--- src/hw/rtl/vdpc_pkg.sv ---
`timescale 1ns / 1ps

package vdpc_pkg;

    // number of sample and rate ports on the top level
    localparam int IO_LANES = 4;

    // rate and timestamp width
    localparam int RATE_W = 32;

    // microseconds per second, scale applied to every difference
    localparam int US_W = 20;
    localparam logic [US_W-1:0] US_PER_S = 20'd1000000;

    // configuration register widths
    localparam int CFG_IDX_W  = 3;
    localparam int CFG_DATA_W = 20;
    localparam int VSIZE_W    = 3;

    // saturation limits
    localparam logic [RATE_W-1:0] POS_LIMIT = 32'h7FFF_FFFF;
    localparam logic [RATE_W-1:0] NEG_LIMIT = 32'h8000_0000;

    typedef enum logic [CFG_IDX_W-1:0] {
        CFG_VECTOR_SIZE    = 3'd0,
        CFG_USE_DISCRETE   = 3'd1,
        CFG_USE_TIME_CHECK = 3'd2,
        CFG_SAMPLE_PERIOD  = 3'd3,
        CFG_ALLOWED_VAR    = 3'd4
    } cfg_idx_t;

    typedef enum logic [2:0] {
        ST_IDLE,
        ST_ABS,
        ST_MUL,
        ST_INIT,
        ST_DIV,
        ST_DONE
    } state_t;

    // per-step strobes broadcast to every lane
    typedef struct packed {
        logic load;
        logic abs_en;
        logic mul_en;
        logic div_init;
        logic div_step;
    } lane_ctrl_t;

endpackage

--- src/hw/rtl/vector_derivative_with_period_check.sv ---
`timescale 1ns / 1ps

// one sample word at a time: sample_stall stays high from acceptance until the rate word
//   is loaded into the output register; each word runs accept, abs, multiply, divider
//   set-up, the 32-step restoring divider that each lane runs once per word, and
//   hand-off steps
// the rate word waits in an output register, a stalled rate word only holds the
//   sequencer in hand-off once the next word is ready
// reset: registers return to defaults, stored samples, rates and timestamp clear to zero

module vector_derivative_with_period_check #(
    parameter int LANES        = 4,
    parameter int SAMPLE_WIDTH = 32
) (
    input  logic                                    clk,
    input  logic                                    rst_n,

    // sample channel
    input  logic                                    sample_valid,
    output logic                                    sample_stall,
    input  logic signed [vdpc_pkg::RATE_W-1:0]      sample_0,
    input  logic signed [vdpc_pkg::RATE_W-1:0]      sample_1,
    input  logic signed [vdpc_pkg::RATE_W-1:0]      sample_2,
    input  logic signed [vdpc_pkg::RATE_W-1:0]      sample_3,
    input  logic        [vdpc_pkg::RATE_W-1:0]      time_now_us,

    // rate channel
    output logic                                    rate_valid,
    input  logic                                    rate_stall,
    output logic signed [vdpc_pkg::RATE_W-1:0]      rate_0,
    output logic signed [vdpc_pkg::RATE_W-1:0]      rate_1,
    output logic signed [vdpc_pkg::RATE_W-1:0]      rate_2,
    output logic signed [vdpc_pkg::RATE_W-1:0]      rate_3,
    output logic                                    held,

    // configuration write channel
    input  logic                                    cfg_valid,
    output logic                                    cfg_ready,
    input  logic [vdpc_pkg::CFG_IDX_W-1:0]          cfg_index,
    input  logic [vdpc_pkg::CFG_DATA_W-1:0]         cfg_data
);

    localparam int IOL = vdpc_pkg::IO_LANES;
    localparam int QW  = vdpc_pkg::RATE_W;
    localparam int NL  = (LANES < IOL) ? LANES : IOL;
    localparam int CNW = $clog2(QW);
    localparam int VW  = vdpc_pkg::VSIZE_W;
    localparam int PDW = vdpc_pkg::CFG_DATA_W;

    // configuration registers
    logic [VW-1:0]  cfg_vsize_reg;
    logic           cfg_discrete_reg;
    logic           cfg_tcheck_reg;
    logic [PDW-1:0] cfg_period_reg;
    logic [PDW-1:0] cfg_var_reg;

    // control
    vdpc_pkg::state_t     state_reg;
    vdpc_pkg::state_t     state_next;
    logic [CNW-1:0]       cnt_reg;
    logic [CNW-1:0]       cnt_next;
    vdpc_pkg::lane_ctrl_t ctrl;
    logic                 accept;
    logic                 out_free;
    logic                 out_load;

    // timing
    logic [QW-1:0]  last_time_reg;
    logic [QW-1:0]  dt_reg;
    logic [QW-1:0]  div_reg;
    logic           hold_reg;
    logic           hold_next;
    logic           lo_neg;
    logic [PDW-1:0] lo_mag;
    logic [PDW:0]   hi_win;

    // lanes
    logic [VW-1:0]               used;
    logic [NL-1:0]               active;
    logic signed [QW-1:0]        samp      [IOL];
    logic [QW-1:0]               lane_rate [NL];
    logic [QW-1:0]               rate_out  [IOL];

    assign cfg_ready    = 1'b1;
    assign sample_stall = (state_reg != vdpc_pkg::ST_IDLE);
    assign accept       = sample_valid && !sample_stall;

    // configuration writes, indexes beyond the list are dropped
    always_ff @(posedge clk or negedge rst_n) begin
        if (!rst_n)
        begin
            cfg_vsize_reg    <= VW'(4);
            cfg_discrete_reg <= 1'b0;
            cfg_tcheck_reg   <= 1'b0;
            cfg_period_reg   <= PDW'(1000);
            cfg_var_reg      <= '0;
        end
        else if (cfg_valid && cfg_ready)
        begin
            case (cfg_index)
                vdpc_pkg::CFG_VECTOR_SIZE:    cfg_vsize_reg    <= cfg_data[VW-1:0];
                vdpc_pkg::CFG_USE_DISCRETE:   cfg_discrete_reg <= cfg_data[0];
                vdpc_pkg::CFG_USE_TIME_CHECK: cfg_tcheck_reg   <= cfg_data[0];
                vdpc_pkg::CFG_SAMPLE_PERIOD:  cfg_period_reg   <= cfg_data;
                vdpc_pkg::CFG_ALLOWED_VAR:    cfg_var_reg      <= cfg_data;
                default:                      ;
            endcase
        end
    end

    // lane count clamped to one .. number of lanes built
    always_comb begin
        if (cfg_vsize_reg == '0)
        begin
            used = VW'(1);
        end
        else if (cfg_vsize_reg > VW'(NL))
        begin
            used = VW'(NL);
        end
        else
        begin
            used = cfg_vsize_reg;
        end
    end

    for (genvar i = 0; i < NL; i++) begin : g_active
        assign active[i] = (VW'(i) < used);
    end

    // state register
    always_ff @(posedge clk or negedge rst_n) begin
        if (!rst_n)
        begin
            state_reg <= vdpc_pkg::ST_IDLE;
            cnt_reg   <= '0;
        end
        else
        begin
            state_reg <= state_next;
            cnt_reg   <= cnt_next;
        end
    end

    // sequencer: abs, scale, divider set-up, 32 divider steps, hand-off
    always_comb begin
        state_next    = state_reg;
        cnt_next      = cnt_reg;
        ctrl          = '0;
        ctrl.load     = accept;
        out_load      = 1'b0;
        case (state_reg)
            vdpc_pkg::ST_IDLE:
            begin
                if (accept)
                begin
                    state_next = vdpc_pkg::ST_ABS;
                end
            end
            vdpc_pkg::ST_ABS:
            begin
                ctrl.abs_en = 1'b1;
                state_next  = vdpc_pkg::ST_MUL;
            end
            vdpc_pkg::ST_MUL:
            begin
                ctrl.mul_en = 1'b1;
                state_next  = vdpc_pkg::ST_INIT;
            end
            vdpc_pkg::ST_INIT:
            begin
                ctrl.div_init = 1'b1;
                state_next    = vdpc_pkg::ST_DIV;
            end
            vdpc_pkg::ST_DIV:
            begin
                ctrl.div_step = 1'b1;
                if (cnt_reg == CNW'(QW - 1))
                begin
                    cnt_next   = '0;
                    state_next = vdpc_pkg::ST_DONE;
                end
                else
                begin
                    cnt_next = cnt_reg + 1'b1;
                end
            end
            vdpc_pkg::ST_DONE:
            begin
                // results wait here until the output register frees up
                if (out_free)
                begin
                    out_load   = 1'b1;
                    state_next = vdpc_pkg::ST_IDLE;
                end
            end
            default:
            begin
                state_next = vdpc_pkg::ST_IDLE;
                cnt_next   = '0;
            end
        endcase
    end

    // measured interval, wraps with the timer
    always_ff @(posedge clk or negedge rst_n) begin
        if (!rst_n)
        begin
            last_time_reg <= '0;
        end
        else if (accept)
        begin
            last_time_reg <= time_now_us;
        end
    end

    // window check uses the measured interval even in discrete mode
    assign lo_neg    = cfg_var_reg > cfg_period_reg;
    assign lo_mag    = cfg_period_reg - cfg_var_reg;
    assign hi_win    = {1'b0, cfg_period_reg} + {1'b0, cfg_var_reg};
    assign hold_next = cfg_tcheck_reg &&
                       ((!lo_neg && (dt_reg < QW'(lo_mag))) || (dt_reg > QW'(hi_win)));

    always_ff @(posedge clk) begin
        if (accept)
        begin
            dt_reg <= time_now_us - last_time_reg;
        end
        if (ctrl.abs_en)
        begin
            hold_reg <= hold_next;
            div_reg  <= cfg_discrete_reg ? QW'(cfg_period_reg) : dt_reg;
        end
    end

    assign samp[0] = sample_0;
    assign samp[1] = sample_1;
    assign samp[2] = sample_2;
    assign samp[3] = sample_3;

    for (genvar i = 0; i < NL; i++) begin : g_lane
        vdpc_lane #(
            .SAMPLE_WIDTH (SAMPLE_WIDTH)
        ) u_lane (
            .clk     (clk),
            .rst_n   (rst_n),
            .ctrl    (ctrl),
            .active  (active[i]),
            .sample  (samp[i]),
            .divisor (div_reg),
            .rate    (lane_rate[i])
        );
    end

    // merge lane results, apply hold and unused-lane zeroing
    vdpc_merge #(
        .NL (NL)
    ) u_merge (
        .clk       (clk),
        .rst_n     (rst_n),
        .load      (out_load),
        .hold      (hold_reg),
        .active    (active),
        .lane_rate (lane_rate),
        .out_stall (rate_stall),
        .out_valid (rate_valid),
        .out_free  (out_free),
        .rate_out  (rate_out),
        .held      (held)
    );

    assign rate_0 = rate_out[0];
    assign rate_1 = rate_out[1];
    assign rate_2 = rate_out[2];
    assign rate_3 = rate_out[3];

    // a new rate word only comes out of the hand-off step
    a_rate_from_done: assert property (@(posedge clk) disable iff (!rst_n)
        $rose(rate_valid) |-> $past(state_reg == vdpc_pkg::ST_DONE))
        else $error("rate word raised outside hand-off");

    // held only with the time check enabled
    a_held_needs_check: assert property (@(posedge clk) disable iff (!rst_n)
        rate_valid && held |-> cfg_tcheck_reg)
        else $error("held raised with time check off");

    // divider step count only runs inside the divide phase
    a_cnt_idle: assert property (@(posedge clk) disable iff (!rst_n)
        state_reg != vdpc_pkg::ST_DIV |-> cnt_reg == '0)
        else $error("divider count out of phase");

    // an accepted sample word starts the abs step next
    a_accept_start: assert property (@(posedge clk) disable iff (!rst_n)
        accept |=> state_reg == vdpc_pkg::ST_ABS)
        else $error("sequencer did not start");

endmodule

--- src/hw/rtl/vdpc_lane.sv ---
`timescale 1ns / 1ps

module vdpc_lane #(
    parameter int SAMPLE_WIDTH = 32
) (
    input  logic                                    clk,
    input  logic                                    rst_n,
    input  vdpc_pkg::lane_ctrl_t                    ctrl,
    input  logic                                    active,
    input  logic signed [vdpc_pkg::RATE_W-1:0]      sample,
    input  logic        [vdpc_pkg::RATE_W-1:0]      divisor,
    output logic        [vdpc_pkg::RATE_W-1:0]      rate
);

    localparam int QW = vdpc_pkg::RATE_W;
    localparam int SW = SAMPLE_WIDTH;
    localparam int DW = SW + 1;
    localparam int NW = SW + 1 + vdpc_pkg::US_W;
    localparam int PW = (NW > QW + 1) ? NW : QW + 1;
    localparam int HW = PW - QW;
    localparam int CW = (HW > QW) ? HW : QW;

    logic signed [SW-1:0] samp_w;
    logic signed [SW-1:0] prev_sample_reg;
    logic signed [SW-1:0] prev_sample_next;
    logic signed [DW-1:0] diff_reg;
    logic signed [DW-1:0] diff_next;
    logic        [DW-1:0] mag_reg;
    logic        [DW-1:0] mag_next;
    logic                 neg_reg;
    logic                 zero_reg;
    logic                 sat_reg;
    logic        [NW-1:0] prod;
    logic        [PW-1:0] num_reg;
    logic        [HW-1:0] hi_part;
    logic        [CW-1:0] hi_x;
    logic        [CW-1:0] div_x;
    logic        [QW-1:0] rem_reg;
    logic        [QW-1:0] rem_next;
    logic        [QW-1:0] quo_reg;
    logic        [QW-1:0] quo_next;
    logic        [QW:0]   rem_sh;
    logic        [QW:0]   div_e;
    logic                 ge;
    logic        [QW-1:0] limit;
    logic        [QW-1:0] mag_r;

    // the sample word is taken at the configured width
    if (SW <= QW) begin : g_narrow
        assign samp_w = sample[SW-1:0];
    end else begin : g_wide
        assign samp_w = {{(SW-QW){1'b0}}, sample};
    end

    assign diff_next        = DW'(samp_w) - DW'(prev_sample_reg);
    assign prev_sample_next = active ? samp_w : '0;
    assign mag_next         = diff_reg[DW-1] ? (~diff_reg + 1'b1) : diff_reg;
    assign prod             = NW'(mag_reg) * NW'(vdpc_pkg::US_PER_S);

    // upper part of the scaled difference decides saturation up front
    assign hi_part = num_reg[PW-1:QW];
    assign hi_x    = CW'(hi_part);
    assign div_x   = CW'(divisor);

    // one restoring step per cycle
    assign rem_sh   = {rem_reg, quo_reg[QW-1]};
    assign div_e    = {1'b0, divisor};
    assign ge       = rem_sh >= div_e;
    assign rem_next = ge ? QW'(rem_sh - div_e) : rem_sh[QW-1:0];
    assign quo_next = {quo_reg[QW-2:0], ge};

    always_ff @(posedge clk or negedge rst_n) begin
        if (!rst_n)
        begin
            prev_sample_reg <= '0;
        end
        else if (ctrl.load)
        begin
            prev_sample_reg <= prev_sample_next;
        end
    end

    always_ff @(posedge clk) begin
        if (ctrl.load)
        begin
            diff_reg <= diff_next;
        end
        if (ctrl.abs_en)
        begin
            neg_reg <= diff_reg[DW-1];
            mag_reg <= mag_next;
        end
        if (ctrl.mul_en)
        begin
            num_reg  <= PW'(prod);
            zero_reg <= (mag_reg == '0);
        end
        if (ctrl.div_init)
        begin
            sat_reg <= (hi_x >= div_x);
            rem_reg <= hi_x[QW-1:0];
            quo_reg <= num_reg[QW-1:0];
        end
        else if (ctrl.div_step)
        begin
            rem_reg <= rem_next;
            quo_reg <= quo_next;
        end
    end

    // clamp by sign, then restore the sign
    assign limit = neg_reg ? vdpc_pkg::NEG_LIMIT : vdpc_pkg::POS_LIMIT;
    assign mag_r = (sat_reg || (quo_reg > limit)) ? limit : quo_reg;

    always_comb begin
        if (zero_reg)
        begin
            rate = '0;
        end
        else if (neg_reg)
        begin
            rate = ~mag_r + 1'b1;
        end
        else
        begin
            rate = mag_r;
        end
    end

endmodule

--- src/hw/rtl/vdpc_merge.sv ---
`timescale 1ns / 1ps

module vdpc_merge #(
    parameter int NL = 4
) (
    input  logic                            clk,
    input  logic                            rst_n,
    input  logic                            load,
    input  logic                            hold,
    input  logic [NL-1:0]                   active,
    input  logic [vdpc_pkg::RATE_W-1:0]     lane_rate [NL],
    input  logic                            out_stall,
    output logic                            out_valid,
    output logic                            out_free,
    output logic [vdpc_pkg::RATE_W-1:0]     rate_out [vdpc_pkg::IO_LANES],
    output logic                            held
);

    logic [vdpc_pkg::RATE_W-1:0] prev_rate_reg [NL];
    logic [vdpc_pkg::RATE_W-1:0] sel          [NL];
    logic [vdpc_pkg::RATE_W-1:0] rate_reg     [NL];
    logic                        valid_reg;
    logic                        held_reg;

    assign out_free  = !valid_reg || !out_stall;
    assign out_valid = valid_reg;
    assign held      = held_reg;

    for (genvar i = 0; i < vdpc_pkg::IO_LANES; i++) begin : g_lane
        if (i < NL) begin : g_used
            // unused lanes read zero, held lanes repeat the last word
            assign sel[i] = !active[i] ? '0 : (hold ? prev_rate_reg[i] : lane_rate[i]);

            always_ff @(posedge clk or negedge rst_n) begin
                if (!rst_n)
                begin
                    prev_rate_reg[i] <= '0;
                end
                else if (load)
                begin
                    prev_rate_reg[i] <= sel[i];
                end
            end

            always_ff @(posedge clk) begin
                if (load)
                begin
                    rate_reg[i] <= sel[i];
                end
            end

            assign rate_out[i] = rate_reg[i];
        end else begin : g_absent
            assign rate_out[i] = '0;
        end
    end

    always_ff @(posedge clk or negedge rst_n) begin
        if (!rst_n)
        begin
            valid_reg <= 1'b0;
        end
        else if (load)
        begin
            valid_reg <= 1'b1;
        end
        else if (!out_stall)
        begin
            valid_reg <= 1'b0;
        end
    end

    always_ff @(posedge clk) begin
        if (load)
        begin
            held_reg <= hold;
        end
    end

endmodule

--- config.mk ---
export PLATFORM = sky130hd
export DESIGN_NAME = vector_derivative_with_period_check
export DESIGN_NICKNAME = d
export VERILOG_FILES = /design/src/hw/rtl/vdpc_pkg.sv /design/src/hw/rtl/vector_derivative_with_period_check.sv /design/src/hw/rtl/vdpc_lane.sv /design/src/hw/rtl/vdpc_merge.sv
export SDC_FILE = /design/constraint.sdc
export NUM_CORES = 2
export LEC_CHECK = 0
export BUFFER_PORTS_ARGS = -buffer_cell sky130_fd_sc_hd__buf_4
export CAP_MARGIN = 20
export CORE_ASPECT_RATIO = 2
export CORE_MARGIN = 2
export CORE_UTILIZATION = 45
export CTS_BUF_LIST = sky130_fd_sc_hd__clkbuf_16
export CTS_CLUSTER_SIZE = 8
export DETAILED_ROUTE_END_ITERATION = 12
export HOLD_SLACK_MARGIN = 0.02
export PLACE_DENSITY = 0.66
export SLEW_MARGIN = 30
export SYNTH_ARGS = -nofsm -noshare
export SYNTH_HDL_FRONTEND = slang
export SYNTH_SLANG_ARGS = --single-unit
--- constraint.sdc ---
create_clock -name clk -period 20.7 [get_ports clk]
set_input_delay 2.07 -clock clk [delete_from_list [all_inputs] [get_ports clk]]
set_output_delay 2.07 -clock clk [all_outputs]
set_load 0.01 [all_outputs]
-- After elaboration in Yosys (flattened, before gate mapping)
Memory sizes are Yosys's and may differ from the RTL's.
Cells that the tools add are included.
- flip-flop bits (word level): 1128
- bits in latches: 0
- memory bits (writable): 128
- ROM bits: 0
- input port bits: 188
- output and inout port bits: 132
- logic and storage cells: 233
- memories: 1
- memories (name ; depth ; width ; rd ports ; clocked after memory_dff ; wr ports ; RTL line ; text):
    u_merge.rate_reg ; 4 ; 32 ; 4 ; 0 ; 4 ; vdpc_merge.sv:21 ; logic [vdpc_pkg::RATE_W-1:0] rate_reg [NL];
- add/sub/neg operators: 20
- multiply operators: 4
- div/mod/pow operators: 0
- $lt $le $gt $ge: 20
- equal/unequal tests: 14
- shifts and indexed selects: 0
- mux-type cells: 71
- bitwise gates (word level): 8
- reductions and logical operators: 29
- operators with widths (operator ; count):
    32-bit 2-to-1 mux ; 44
    33-bit by 14-bit multiplier with 47-bit output, second input constant ; 4
    21-bit 2-to-1 mux ; 8
    32-bit subtractor ; 5
    33-bit by 1-bit adder with 33-bit output, second input constant ; 4
    33-bit by 32-bit greater-or-equal comparator with 1-bit output ; 4
    33-bit logical NOT ; 4
    33-bit NOT ; 4
    32-bit by 32-bit subtractor with 33-bit output ; 4
    32-bit by 1-bit adder with 32-bit output, second input constant ; 4
    21-bit by 32-bit greater-or-equal comparator with 1-bit output ; 4
    32-bit greater-than comparator ; 4
    32-bit NOT ; 4
    32-bit by 21-bit greater-than comparator with 1-bit output ; 1
    32-bit by 20-bit < comparator with 1-bit output ; 1
    20-bit by 20-bit adder with 21-bit output ; 1
    20-bit greater-than comparator ; 1
    20-bit 2-to-1 mux ; 1
    20-bit subtractor ; 1
    3-bit one-hot mux with 6 select lines ; 1
    3-bit 2-to-1 mux ; 5
    3-bit by 2-bit equality test with 1-bit output, second input constant ; 4
    1-bit 2-to-1 mux ; 10
    5-bit one-hot mux with 2 select lines ; 1
    other kinds (19) ; 42

-- Depth between registers and ports, before layout
- depth in word-level cells: 10
- mapped depth: 27

-- Cells and area by module
Synthesis repeated with hierarchy kept, for this count alone.
- cell total of the unflattened synthesis: 10738
- area total of the unflattened synthesis: 108017.3 um2
- modules (own cells, without submodules) (module ; instances ; cells each ; area each (um2)):
    vdpc_lane (g_lane[3].u_lane) ; 1 ; 2176 ; 21459.3
    vdpc_lane (g_lane[0].u_lane) ; 1 ; 2122 ; 21189.1
    vdpc_lane (g_lane[1].u_lane) ; 1 ; 2133 ; 21120.3
    vdpc_lane (g_lane[2].u_lane) ; 1 ; 2128 ; 20977.6
    vdpc_merge ; 1 ; 1143 ; 13163.9
    vector_derivative_with_period_check ; 1 ; 1036 ; 10107.2

-- Worst setup path after synthesis
No wires, ideal clock.
- path type: register to register
- start: register state_reg[2]
- end: register g_lane[0].u_lane.num_reg[10] (enable)
- arrival: 14.546 ns
- path slack: 5.135 ns
- stages on the path, launching flop included: 3
- buffers on the path: 1
- period minus slack after synthesis: 15.565 ns
- cell sequence: dfrtp_1 > clkbuf_1 > nor3b_1
- cells in the longest elaborated chain, start to end: 2
- ends and longest elaborated chain (what ; RTL line ; text):
    start, declared ; vector_derivative_with_period_check.sv:58 ; vdpc_pkg::state_t state_reg;
    start signal, assigned ; vector_derivative_with_period_check.sv:135 ; state_reg <= vdpc_pkg::ST_IDLE;
    start signal, assigned ; vector_derivative_with_period_check.sv:140 ; state_reg <= state_next;
    3-bit by 2-bit equality test with 1-bit output ; vector_derivative_with_period_check.sv:152 ; case (state_reg)
    1-bit 2-to-1 mux ; vector_derivative_with_period_check.sv:152 ;
    end signal, assigned ; vdpc_lane.sv:95 ; num_reg <= PW'(prod);
    end, declared ; vdpc_lane.sv:34 ; logic [PW-1:0] num_reg;
Every way passes these cells.
A chain may end at the register's enable or synchronous reset.

-- Worst setup path in the final report
- start: register g_lane[1].u_lane.mag_reg[7]
- end: register g_lane[1].u_lane.num_reg[52] (data pin)
- cells in the longest elaborated chain, start to end: 1
- ends and longest elaborated chain (what ; RTL line ; text):
    start, declared ; vdpc_lane.sv:28 ; logic [DW-1:0] mag_reg;
    start signal, assigned ; vdpc_lane.sv:91 ; mag_reg <= mag_next;
    33-bit by 14-bit multiplier with 47-bit output ; vdpc_lane.sv:58 ; assign prod = NW'(mag_reg) * NW'(vdpc_pkg::US_PER_S);
    via g_lane[1].u_lane.prod[52] ; vdpc_lane.sv:33 ; logic [NW-1:0] prod;
    end signal, assigned ; vdpc_lane.sv:95 ;
    end, declared ; vdpc_lane.sv:34 ;
The timed path passes the listed nets, and every way through them passes these cells.

==> flow_metrics.py <==
metrics = {
    "cts": {
        "post_cts_buffers": 0,
        "numClockSinks": 1256,
        "hold_buffers": 0,
        "postCtsResizedCells": 0,
        "cts_tree": "built",
        "ctsLongestPathBuffers": 4,
        "cts_made_buffers": 184,
        "insertion_delay_ps": 870,
        "path_clk_slew_ps": 50,
        "cts_root_buf": "clkbuf_16",
        "htree_num_levels": 4,
    },
    "finish": {
        "final_cell_count_no_fill": 13700,
        "finish.utilization_pct": 50.2,
        "syn2layout_area_growth_pct": 10.9,
        "nNetsFinal": 12600,
        "drive_above_1_share_pct": 7.02,
        "regArea_um2": 35600,
        "multi_input_area_um2": 60900,
        "num-fill-cells": 20600,
        "largest_register_ff_count": 188,
    },
    "timing": {
        "period_needed_ps": 7490,
        "maxSlewHeadroom_pct": 32.3,
        "setup_ws_ps": 13210,
        "final.period_utilization_pct": 36.2,
        "tns_ps": 0,
        "maxSlewViolCount": 0,
        "max_freq_mhz": 133,
        "skew_ps": 75.4,
        "hold_viol": 0,
        "rsz0062_at_grt": "false",
        "tightest_slew_ps": 1020,
        "setup_viol": 0,
    },
    "synthesis": {
        "post-synth-top-area-cell": "edfxtp_1",
        "postSynth.asyncResetShare_pct": 27.2,
        "synthFlopType": "edfxtp_1",
        "ys_seq_area_share_pct": 35.0,
        "yosys.area.top_type_share_pct": 25.7,
        "synth_edf_count": 870,
        "avgSynthCellArea_um2": 9.95,
        "ys_warn_count": 0,
        "syn_area_um2": 102000,
        "yosysUniqueCellTypes": 88,
        "synthTopCellsByCount": "1278 x ha_1, 1156 x inv_1, 1045 x nand2_1",
        "ys_ff_latch": 1256,
        "syn_nets": 12300,
        "synthCells": 10200,
        "synth_area_leaders": "edfxtp_1 26%, ha_1 16%, fa_1 11%",
        "yosysMostFrequentCell": "ha_1",
    },
    "grt": {
        "grt_max_degree": 116,
        "antenna_found_initial": 9,
        "track_usage_pct": 23.7,
        "grt_pass1_wl_um": 434000,
        "grt_pass1_vias": 79100,
        "grt_remaining_overflow": 0,
    },
    "drt": {
        "totalWireLength_um": 275000,
        "firstDrtPassIters": 6,
        "via_per_inst": 5.60,
        "vias": 76500,
        "drt_iter0_markers": 4682,
        "drt-wirelength-per-cell_um": 20.1,
        "drcViolationCount": 0,
        "drtAntennaViolNets": 0,
    },
    "placed_design": {
        "portBuffers": 318,
        "globalplace.congestion": 0.952,
        "place_hpwl_um": 217000,
        "dp.cells": 13300,
        "pre_cts_ws_ps": 13260,
    },
    "worst_setup_path": {
        "critical_path_peak_fanout": 6,
        "critPathMaxStageDelay_ps": 600,
        "r2r-start": "g_lane[1].u_lane.mag_reg[7]$_DFFE_PP_",
        "end_kind": "register",
        "r2r_slack_ps": 13210,
        "worst_setup_path_start_kind": "register",
        "crit_chain": "inv_1, fa_1, inv_1, fa_1, fa_1, fa_1, ha_1, inv_1, fa_1, inv_1, ha_1, a21o_1, a21o_1, a31o_2, a221oi_1, a2111oi_0, a21oi_1, o21ai_1, a2111o_1, a31oi_1, o21ai_0, a21oi_1, xnor2_1",
        "rr_worst_depth": 23,
        "cpMostUsedCell": "fa_1",
        "cp.required_ps": 21270,
        "worst-setup-path-type": "reg -> reg",
        "cp_data_arrival_time_ps": 8070,
        "slowest_stage": "fa_1",
        "timing.rr.end": "g_lane[1].u_lane.num_reg[52]$_DFFE_PP_",
    },
    "worst_hold_path": {
        "hp-class": "reg -> reg",
        "min_from": "g_lane[3].u_lane.diff_reg[0]$_DFFE_PP_",
        "whs_path_depth": 0,
        "holdPathEnd": "g_lane[3].u_lane.mag_reg[0]$_DFFE_PP_",
    },
    "floorplanning": {
        "die_x_um": 340,
        "die_y_um": 676,
        "io_pins": 320,
        "start_util_pct": 45.3,
        "dieArea_um2": 230000,
        "core_um2": 225000,
        "fp-row-count": 246,
    },
    "flow_run": {
        "cap_violations": 0,
    },
    "outcome": {
        "outcome": "finished clean",
    },
}
[worst max-delay path: cells and delay by family, from the launching register on]
kind	cells	cell delay, ps
xor+xnor	1	90
buf+inv	4	310
compound gates	11	3070
flops	1	510
fa+ha+maj	7	3230
[stage by stage]
| stage | hold slack [ps] | area, um2 |
|---|---|---|
| after CTS | 458 | 113000 |
| after global routing | 485 | 113000 |
| after global placement | 452 | 108000 |
| after detailed placement | 443 | 108000 |
| final | 451 | 113000 |
| after floorplan | 426 | 102000 |
[placed cells by master, fill, tap and decap left out, types with 71 or more instances in the layout]
| cell | count |
|---|---|
| nor2_1 | 544 |
| o31ai_1 | 84 |
| o21ai_0 | 752 |
| o21bai_1 | 73 |
| dfrtp_1 | 335 |
| buf_4 | 393 |
| o21a_1 | 111 |
| nand3_1 | 226 |
| nand2_1 | 1042 |
| fa_1 | 571 |
| a31oi_1 | 72 |
| xor2_1 | 122 |
| mux2i_1 | 71 |
| edfxtp_1 | 870 |
| a21oi_1 | 586 |
| clkbuf_16 | 185 |
| nand2b_1 | 109 |
| nor3_1 | 159 |
| xnor2_1 | 437 |
| a21o_1 | 243 |
| nor2b_1 | 107 |
| inv_1 | 1276 |
| ha_1 | 1278 |
[cell type report]
class                           count  share of cell area (%)
Timing Repair Buffer              400                    2.70
Inverter                         1159                    3.88
Sequential cell                  1256                    31.5
Antenna cell                        5                  0.0111
Multi-Input combinational cell   7540                    54.0
Clock buffer                      185                    4.10
Clock inverter                    133                   0.499
Tap cell                         2976                    3.30
[routing by layer]
metal  wire (um)  up-vias  track usage, %
met3       10900      662            2.75
li1            -    36600               -
met2      142000     1861            43.1
met1      105000    37400            26.7
met4       16700        4            13.1
met5          27        -               0
[worst max path at each step]
stage                                             end                             startpoint
6_report       g_lane[1].u_lane.num_reg[52]$_DFFE_PP_  g_lane[1].u_lane.mag_reg[7]$_DFFE_PP_
5_1_grt        g_lane[2].u_lane.num_reg[52]$_DFFE_PP_  g_lane[2].u_lane.mag_reg[2]$_DFFE_PP_
4_1_cts        g_lane[1].u_lane.num_reg[52]$_DFFE_PP_  g_lane[1].u_lane.mag_reg[7]$_DFFE_PP_
3_5_place_dp   g_lane[1].u_lane.num_reg[52]$_DFFE_PP_  g_lane[1].u_lane.mag_reg[7]$_DFFE_PP_
3_3_place_gp   g_lane[1].u_lane.num_reg[52]$_DFFE_PP_  g_lane[1].u_lane.mag_reg[7]$_DFFE_PP_
2_1_floorplan  g_lane[0].u_lane.num_reg[10]$_DFFE_PP_               state_reg[2]$_DFFE_PN0P_
[cell families after synthesis]
group           after synthesis  synth area share, %
simple gates               2583                 11.7
other cells                   1              0.00369
mux                         125                 1.30
fa+ha+maj                  1849                 27.0
flops                      1256                 35.0
xor+xnor                    559                 4.81
buf+inv                    1426                 5.28
compound gates             2423                 15.0
Power is not shown: default switching activity piles up to over one toggle a cycle in this logic, so the estimate is an artifact.
